## src/hw/rtl/ffha_pkg.sv

```systemverilog
// ffha_pkg: shared types and constants of the first-fit heap allocator
// header layout, status codes, controller states, commands and status flags
// no dependencies
package ffha_pkg;

  localparam int HEAP_WORDS   = 4096;
  localparam int ADDR_W       = 12;
  localparam int HEADER_WORDS = 4;
  localparam int WORD_SHIFT   = 3;
  localparam int WORD_BYTES   = 8;
  localparam int FIELD_W      = 16;
  localparam int WIDE_W       = 17;
  localparam int WORDS_W      = 14;

  typedef struct packed {
    logic               occ;
    logic               last;
    logic [FIELD_W-1:0] size;
    logic [FIELD_W-1:0] back;
  } hdr_t;

  typedef enum logic [1:0] {
    STS_ALLOC  = 2'd0,
    STS_NOFIT  = 2'd1,
    STS_FREED  = 2'd2
  } sts_code_t;

  typedef enum logic [4:0] {
    ST_CLEAR, ST_IDLE, ST_A_RD, ST_A_CHK, ST_A_WS, ST_F_RD, ST_F_H, ST_F_N,
    ST_F_WH, ST_F_P, ST_F_WP, ST_B_CHK, ST_B_ISS, ST_B_RD, ST_RESP
  } state_t;

  typedef enum logic [3:0] {
    C_NONE, C_CLEAR, C_LOAD, C_RD_CUR, C_A_CHK, C_A_WS, C_F_H, C_F_N, C_F_WH,
    C_F_P, C_F_WP, C_B_CHK, C_B_ISS, C_B_RD
  } cmd_t;

  typedef struct packed {
    logic op_free;
    logic p_low;
    logic clr_last;
    logic fit;
    logic whole;
    logic rd_last;
    logic rd_next_ok;
    logic has_prev;
    logic b_need;
  } dp_sts_t;

endpackage

```

## src/hw/rtl/ffha_ctrl.sv

```systemverilog
// ffha_ctrl: sequencer of the allocator, clearing pass, walk and free steps
// drives ffha_dp through commands; depends on ffha_pkg
module ffha_ctrl (
  input  logic                clk,
  input  logic                rst,
  input  logic                in_valid,
  output logic                in_ready,
  output logic                out_valid,
  input  logic                out_ready,
  input  ffha_pkg::dp_sts_t   sts,
  output ffha_pkg::cmd_t      cmd
);

  ffha_pkg::state_t state;
  ffha_pkg::state_t state_next;

  always_ff @(posedge clk) begin
    if (rst) begin
      state <= ffha_pkg::ST_CLEAR;
    end else begin
      state <= state_next;
    end
  end

  always_comb begin
    state_next = state;
    case (state)
      ffha_pkg::ST_CLEAR: if (sts.clr_last) state_next = ffha_pkg::ST_IDLE;
      ffha_pkg::ST_IDLE: begin
        if (in_valid) begin
          if (sts.op_free) state_next = sts.p_low ? ffha_pkg::ST_RESP : ffha_pkg::ST_F_RD;
          else state_next = ffha_pkg::ST_A_RD;
        end
      end
      ffha_pkg::ST_A_RD: state_next = ffha_pkg::ST_A_CHK;
      ffha_pkg::ST_A_CHK: begin
        if (sts.fit) begin
          if (!sts.whole) state_next = ffha_pkg::ST_A_WS;
          else if (!sts.rd_last && sts.rd_next_ok) state_next = ffha_pkg::ST_B_ISS;
          else state_next = ffha_pkg::ST_RESP;
        end else if (sts.rd_last || !sts.rd_next_ok) begin
          state_next = ffha_pkg::ST_RESP;
        end else begin
          state_next = ffha_pkg::ST_A_RD;
        end
      end
      ffha_pkg::ST_A_WS: state_next = ffha_pkg::ST_B_CHK;
      ffha_pkg::ST_F_RD: state_next = ffha_pkg::ST_F_H;
      ffha_pkg::ST_F_H: begin
        state_next = (!sts.rd_last && sts.rd_next_ok) ? ffha_pkg::ST_F_N : ffha_pkg::ST_F_WH;
      end
      ffha_pkg::ST_F_N:  state_next = ffha_pkg::ST_F_WH;
      ffha_pkg::ST_F_WH: state_next = sts.has_prev ? ffha_pkg::ST_F_P : ffha_pkg::ST_B_CHK;
      ffha_pkg::ST_F_P:  state_next = ffha_pkg::ST_F_WP;
      ffha_pkg::ST_F_WP: state_next = ffha_pkg::ST_B_CHK;
      ffha_pkg::ST_B_CHK: state_next = sts.b_need ? ffha_pkg::ST_B_ISS : ffha_pkg::ST_RESP;
      ffha_pkg::ST_B_ISS: state_next = ffha_pkg::ST_B_RD;
      ffha_pkg::ST_B_RD:  state_next = ffha_pkg::ST_RESP;
      ffha_pkg::ST_RESP:  if (out_ready) state_next = ffha_pkg::ST_IDLE;
      default: state_next = ffha_pkg::ST_IDLE;
    endcase
  end

  always_comb begin
    cmd       = ffha_pkg::C_NONE;
    in_ready  = 1'b0;
    out_valid = 1'b0;
    case (state)
      ffha_pkg::ST_CLEAR: cmd = ffha_pkg::C_CLEAR;
      ffha_pkg::ST_IDLE: begin
        in_ready = 1'b1;
        if (in_valid) cmd = ffha_pkg::C_LOAD;
      end
      ffha_pkg::ST_A_RD, ffha_pkg::ST_F_RD: cmd = ffha_pkg::C_RD_CUR;
      ffha_pkg::ST_A_CHK: cmd = ffha_pkg::C_A_CHK;
      ffha_pkg::ST_A_WS:  cmd = ffha_pkg::C_A_WS;
      ffha_pkg::ST_F_H:   cmd = ffha_pkg::C_F_H;
      ffha_pkg::ST_F_N:   cmd = ffha_pkg::C_F_N;
      ffha_pkg::ST_F_WH:  cmd = ffha_pkg::C_F_WH;
      ffha_pkg::ST_F_P:   cmd = ffha_pkg::C_F_P;
      ffha_pkg::ST_F_WP:  cmd = ffha_pkg::C_F_WP;
      ffha_pkg::ST_B_CHK: cmd = ffha_pkg::C_B_CHK;
      ffha_pkg::ST_B_ISS: cmd = ffha_pkg::C_B_ISS;
      ffha_pkg::ST_B_RD:  cmd = ffha_pkg::C_B_RD;
      ffha_pkg::ST_RESP:  out_valid = 1'b1;
      default: cmd = ffha_pkg::C_NONE;
    endcase
  end

`ifndef SYNTHESIS
  a_accept_busy: assert property (@(posedge clk) disable iff (rst)
    (in_valid && in_ready) |=> !in_ready)
    else $error("input taken while busy");
  a_clear_blocks: assert property (@(posedge clk) disable iff (rst)
    (state == ffha_pkg::ST_CLEAR) |-> (!in_ready && !out_valid))
    else $error("handshake during clearing pass");
  a_resp_done: assert property (@(posedge clk) disable iff (rst)
    (out_valid && out_ready) |=> (in_ready && !out_valid))
    else $error("no return to idle after result beat");
`endif

endmodule
```

## config.mk

```make
export PLATFORM = sky130hd
export DESIGN_NAME = ffha_ctrl
export DESIGN_NICKNAME = d
export VERILOG_FILES = /design/src/hw/rtl/ffha_pkg.sv /design/src/hw/rtl/ffha_ctrl.sv
export SDC_FILE = /design/constraint.sdc
export NUM_CORES = 1
export LEC_CHECK = 0
export BUFFER_PORTS_ARGS = -buffer_cell sky130_fd_sc_hd__buf_2
export CAP_MARGIN = 20
export CORE_AREA = 3 3 40 42
export DETAILED_ROUTE_END_ITERATION = 8
export DIE_AREA = 0 0 43 45
export GPL_TIMING_DRIVEN = 0
export HOLD_SLACK_MARGIN = 0.02
export PLACE_DENSITY = 0.79
export SLEW_MARGIN = 5
export SYNTH_ARGS = -nofsm -noshare
export SYNTH_HDL_FRONTEND = slang
export SYNTH_SLANG_ARGS = --single-unit
```

## constraint.sdc

```tcl
create_clock -name clk -period 1.43 [get_ports clk]
set_input_delay 0.286 -clock clk [delete_from_list [all_inputs] [get_ports clk]]
set_output_delay 0.286 -clock clk [all_outputs]
set_load 0.1 [all_outputs]
```

# Word level (Yosys, flattened, before mapping)
# Index checks and enable logic that the tools add are counted.
# word_totals
reg_bits	5
out_inout_bits	6
# classes
n_eq_ne	17
mux	17
n_reduce_logical	8
# op_table
cell	n
5-bit one-hot mux with 14 select lines	1
4-bit one-hot mux with 13 select lines	1
5-bit by 4-bit equality test with 1-bit output, second input constant	7
5-bit by 3-bit equality test with 1-bit output, second input constant	4
4-bit two-way mux	5
5-bit two-way mux	4
5-bit by 2-bit equality test with 1-bit output, second input constant	2
2-bit two-way mux	4
2-bit != test, second input constant	3
5-bit by 1-bit equality test with 1-bit output, second input constant	1
5-bit zero test	1
2-bit OR reduction	2
3-bit AND reduction	1
1-bit zero test	2
1-bit two-way mux	2
1-bit logical AND	1
1-bit logical OR	1

# Depth between registers and ports, before layout
# depth
ltp_word	6
ltp_mapped	6

# Worst setup path before layout
# No wires, ideal clock.
# synth_timing
path_type	flip-flop to output port
start	register state[1]
end	output cmd[3]
setup_slack_ns	-0.969
path_buffers	2
arrival_ns	2.113
path_stages_with_launch	4
cell_sequence	dfxtp_1 > buf_4 > clkbuf_8 > a21oi_1
# synth_between
elab_chain_len	3
elab_cells_between_ends	16
cone_classes	eq/ne: 13; mux: 1; reduce/logical: 2
# synth_lines
item	line_no	source
start, declared	ffha_ctrl.sv:14	ffha_pkg::state_t state;
start signal, assigned	ffha_ctrl.sv:19	state <= ffha_pkg::ST_CLEAR;
start signal, assigned	ffha_ctrl.sv:21	state <= state_next;
5-bit by 2-bit equality test with 1-bit output or 5-bit by 3-bit equality test with 1-bit output (tied branches)	ffha_ctrl.sv:68	case (state)
2-bit OR reduction	ffha_ctrl.sv:68	
4-bit one-hot mux with 13 select lines *	ffha_ctrl.sv:68	
end, declared	ffha_ctrl.sv:11	output ffha_pkg::cmd_t cmd
# Mark *: on every way between the ends. The rest lies on a longest branch, timed or not.

# Worst setup path after layout
# layout_timing
start	register state[1]
end	output cmd[2]
# The elaborated chain is that of the path after synthesis.

==> reports/qor.txt <==
H-tree depth - 1
Sw frac - 42.7%
Element type at the critical path end - output pin
Top cells by count, synth - a21oi_1, nand2_1, o21ai_0, nor2_1
Final setup fails - 8
Synth area leaders - dfxtp_1, a21oi_1, buf_6, o21ai_0, clkbuf_8
Final global-route overflow total - 0
Post-synth EDFFs - 0
Initial antenna violation count - 0
CTS tree - built
Total nets after synthesis - 84
Failing checks - setup timing
Area growth syn-to-layout - 83.4%
Reg power frac - 15.5%
Max FFs per register - 4
Port bufs - 18
Share of flip-flops with an asynchronous set or reset - 0%
Design area - 0.00103 mm2
PnR worst setup slack - -0.220 ns
WP data arrival - 1.36 ns
Worst r2r path cells - 7
Logic pwr share - 68.2%
Initial Util - 43.5%
Gpl congestion - 0.910
Most used DFF post-synth - dfxtp_1
Biggest regs - state: 4 flops
Die width - 43 um
Num Clock Sinks - 4
Count of unique library cells instantiated by Yosys - 36
Most frequent cell after synthesis - a21oi_1
Clock Latency Late Sink - 0.23 ns
Hold depth - 2
DRC errors left - 0
Hold_buf cts - 0
Relative slew slack - 78.4%
Multi-input gate area - 482 um2
FF+latch area - 88.8 um2
Net switching power figure - 348 uW
Period minus WS final - 1.65 ns
Layout cells sized above 1 - 64.5%
Avg Inst Size Synth - 7.88 um2
Global-route wire length before repair - 2750 um
Syn Std Cell Area - 559 um2
#FFs+latches synth - 4
Layout fillers - 82
Internal - 467 uW
Clock Power Share - 16.3%
GRT Util Overall - 19.0%
Largest net degree at the start of global routing - 11
Worst slack, placed - -0.306 ns
Worst setup SP type - flip-flop
Setup tns final - -1.06 ns
Wirelength per Cell - 14.6 um
PwrDens - 794 mW/mm2
TritonCTS buffer count - 3
IO Count - 19
Cells after Synth - 71
Clock transition at path regs - 0.03 ns
Post-route ant nets - 0
Worst setup path category - flip-flop to output pin
Leak pwr - 0.426 nW
Min-Delay Path Class - primary input to flip-flop
Slew Limit Fails - 0
Final period util - 115%
CTS Buffer Depth - 2
Fmax - 0.606 GHz
DR iter-0 viols - 20
Total iterations of the first detailed-routing run - 4
Dpl cells - 104
Core footprint - 0.00128 mm2
Peak supply drop - 524 uV
DP HPWL - 1050 um
Max Cap Viol - 0
Die Ht - 45 um
Root Buffer - clkbuf_4
Sequential share of the synthesized area - 14.3%
Via count of the routed design - 675
WP data required - 1.14 ns
Ys Warns - 0
Avg Vias per Cell - 5.53
Ant. Diodes - 0
Final Net Count - 122
Num rows - 13
CP Max Fanout - 8
Run status - finished, violations left
Share of the synthesized area in the top cell type - 14.3%
Dpl cell area - 719 um2
Fin. Hold Viols - 0
DIE AREA - 0.00194 mm2
Biggest area consumer among synthesized cells - dfxtp_1
Slew @ Worst Pin - 0.320 ns
Largest reg by FF count - state
RSZ-0062 raised after global routing - yes
Final WL - 1780 um
Vias in the first global route - 661
Worst Skew - 0.00110 ns
Non-Filler Instances - 122
power groups by stage:
| stage | Sequential [mW] | Clock (mW) | Combinational [mW] |
|---|---|---|---|
| 6_report | 0.126 | 0.133 | 0.556 |
| 5_1_grt | 0.127 | 0.156 | 0.582 |
| 4_1_cts | 0.128 | 0.142 | 0.514 |
| 3_5_place_dp | 0.133 | 0 | 0.392 |
| 3_3_place_gp | 0.132 | 0 | 0.387 |
| 2_1_floorplan | 0.130 | 0 | 0.329 |
layout by cell type, fill, tap and decap left out, drive strengths merged, types with 2 or more instances in the layout:
cell / instances
buf: 37
a21oi: 8
o21ai: 8
nand2: 6
nor2: 6
clkbuf: 5
dfxtp: 4
inv: 3
nand3: 3
nor4b: 3
mux2i: 2
o22ai: 2
a21o: 2
nand2b: 2
a21boi: 2
a211oi: 2
critical path: stages, from the launching register on:
cell and delay [ns]:
dfxtp_4 0.33, buf_6 0.13, clkbuf_16 0.16, mux2i_1 0.15
nand2_1 0.12, nand2_4 0.08, buf_12 0.17
layout make-up:
cell class	instances	area share, %
multi-input combinational	57	47.0
timing repair buffer	33	29.3
buffer	6	9.27
sequential	4	8.66
clock buffer	3	2.20
inverter	4	1.83
tap	15	1.83
cell families (layout without fill, tap and decap cells):
group	after synthesis	after routing	synth area share [%]
AOI/OAI and AO/OA	28	28	32.7
and+or+nand+nor	27	27	34.5
buffers and inverters	10	46	15.0
DFF	4	4	14.3
muxes	2	2	3.58
what timing repair did:
item	CTS	global route
pin swaps	5	9
setup endpoints to repair	6	9
gates cloned	0	0
resized for setup	38	7
setup buffers	10	5
path summary, 6_finish.rpt:
check                         from                    end  slack, ns
max          state[1]$_SDFFE_PP0P_                 cmd[2]      -0.22
max reg2reg  state[1]$_SDFFE_PP0P_  state[0]$_SDFFE_PP0P_      -0.08
min                            rst  state[3]$_SDFFE_PP0P_       0.26
min reg2reg  state[0]$_SDFFE_PP0P_  state[3]$_SDFFE_PP0P_       0.67
through the flow:
step	util, %	power, mW	hold slack (ns)
after floorplan	-	0.459	0.348
after global placement	56.0	0.519	0.502
after detailed placement	56.0	0.525	0.503
after CTS	75.2	0.784	0.253
after global routing	79.8	0.865	0.261
final	79.8	0.815	0.259
metal layers:
| layer | share of wire, % | wire length, um | track usage, % |
|---|---|---|---|
| met5 | 0 | 0 | 0 |
| met3 | 5.3 | 94 | 3.59 |
| met2 | 51 | 904 | 33.5 |
| met1 | 41 | 725 | 20.5 |
| met4 | 2.9 | 52 | 13.3 |
(Power assumes the default switching activity.)
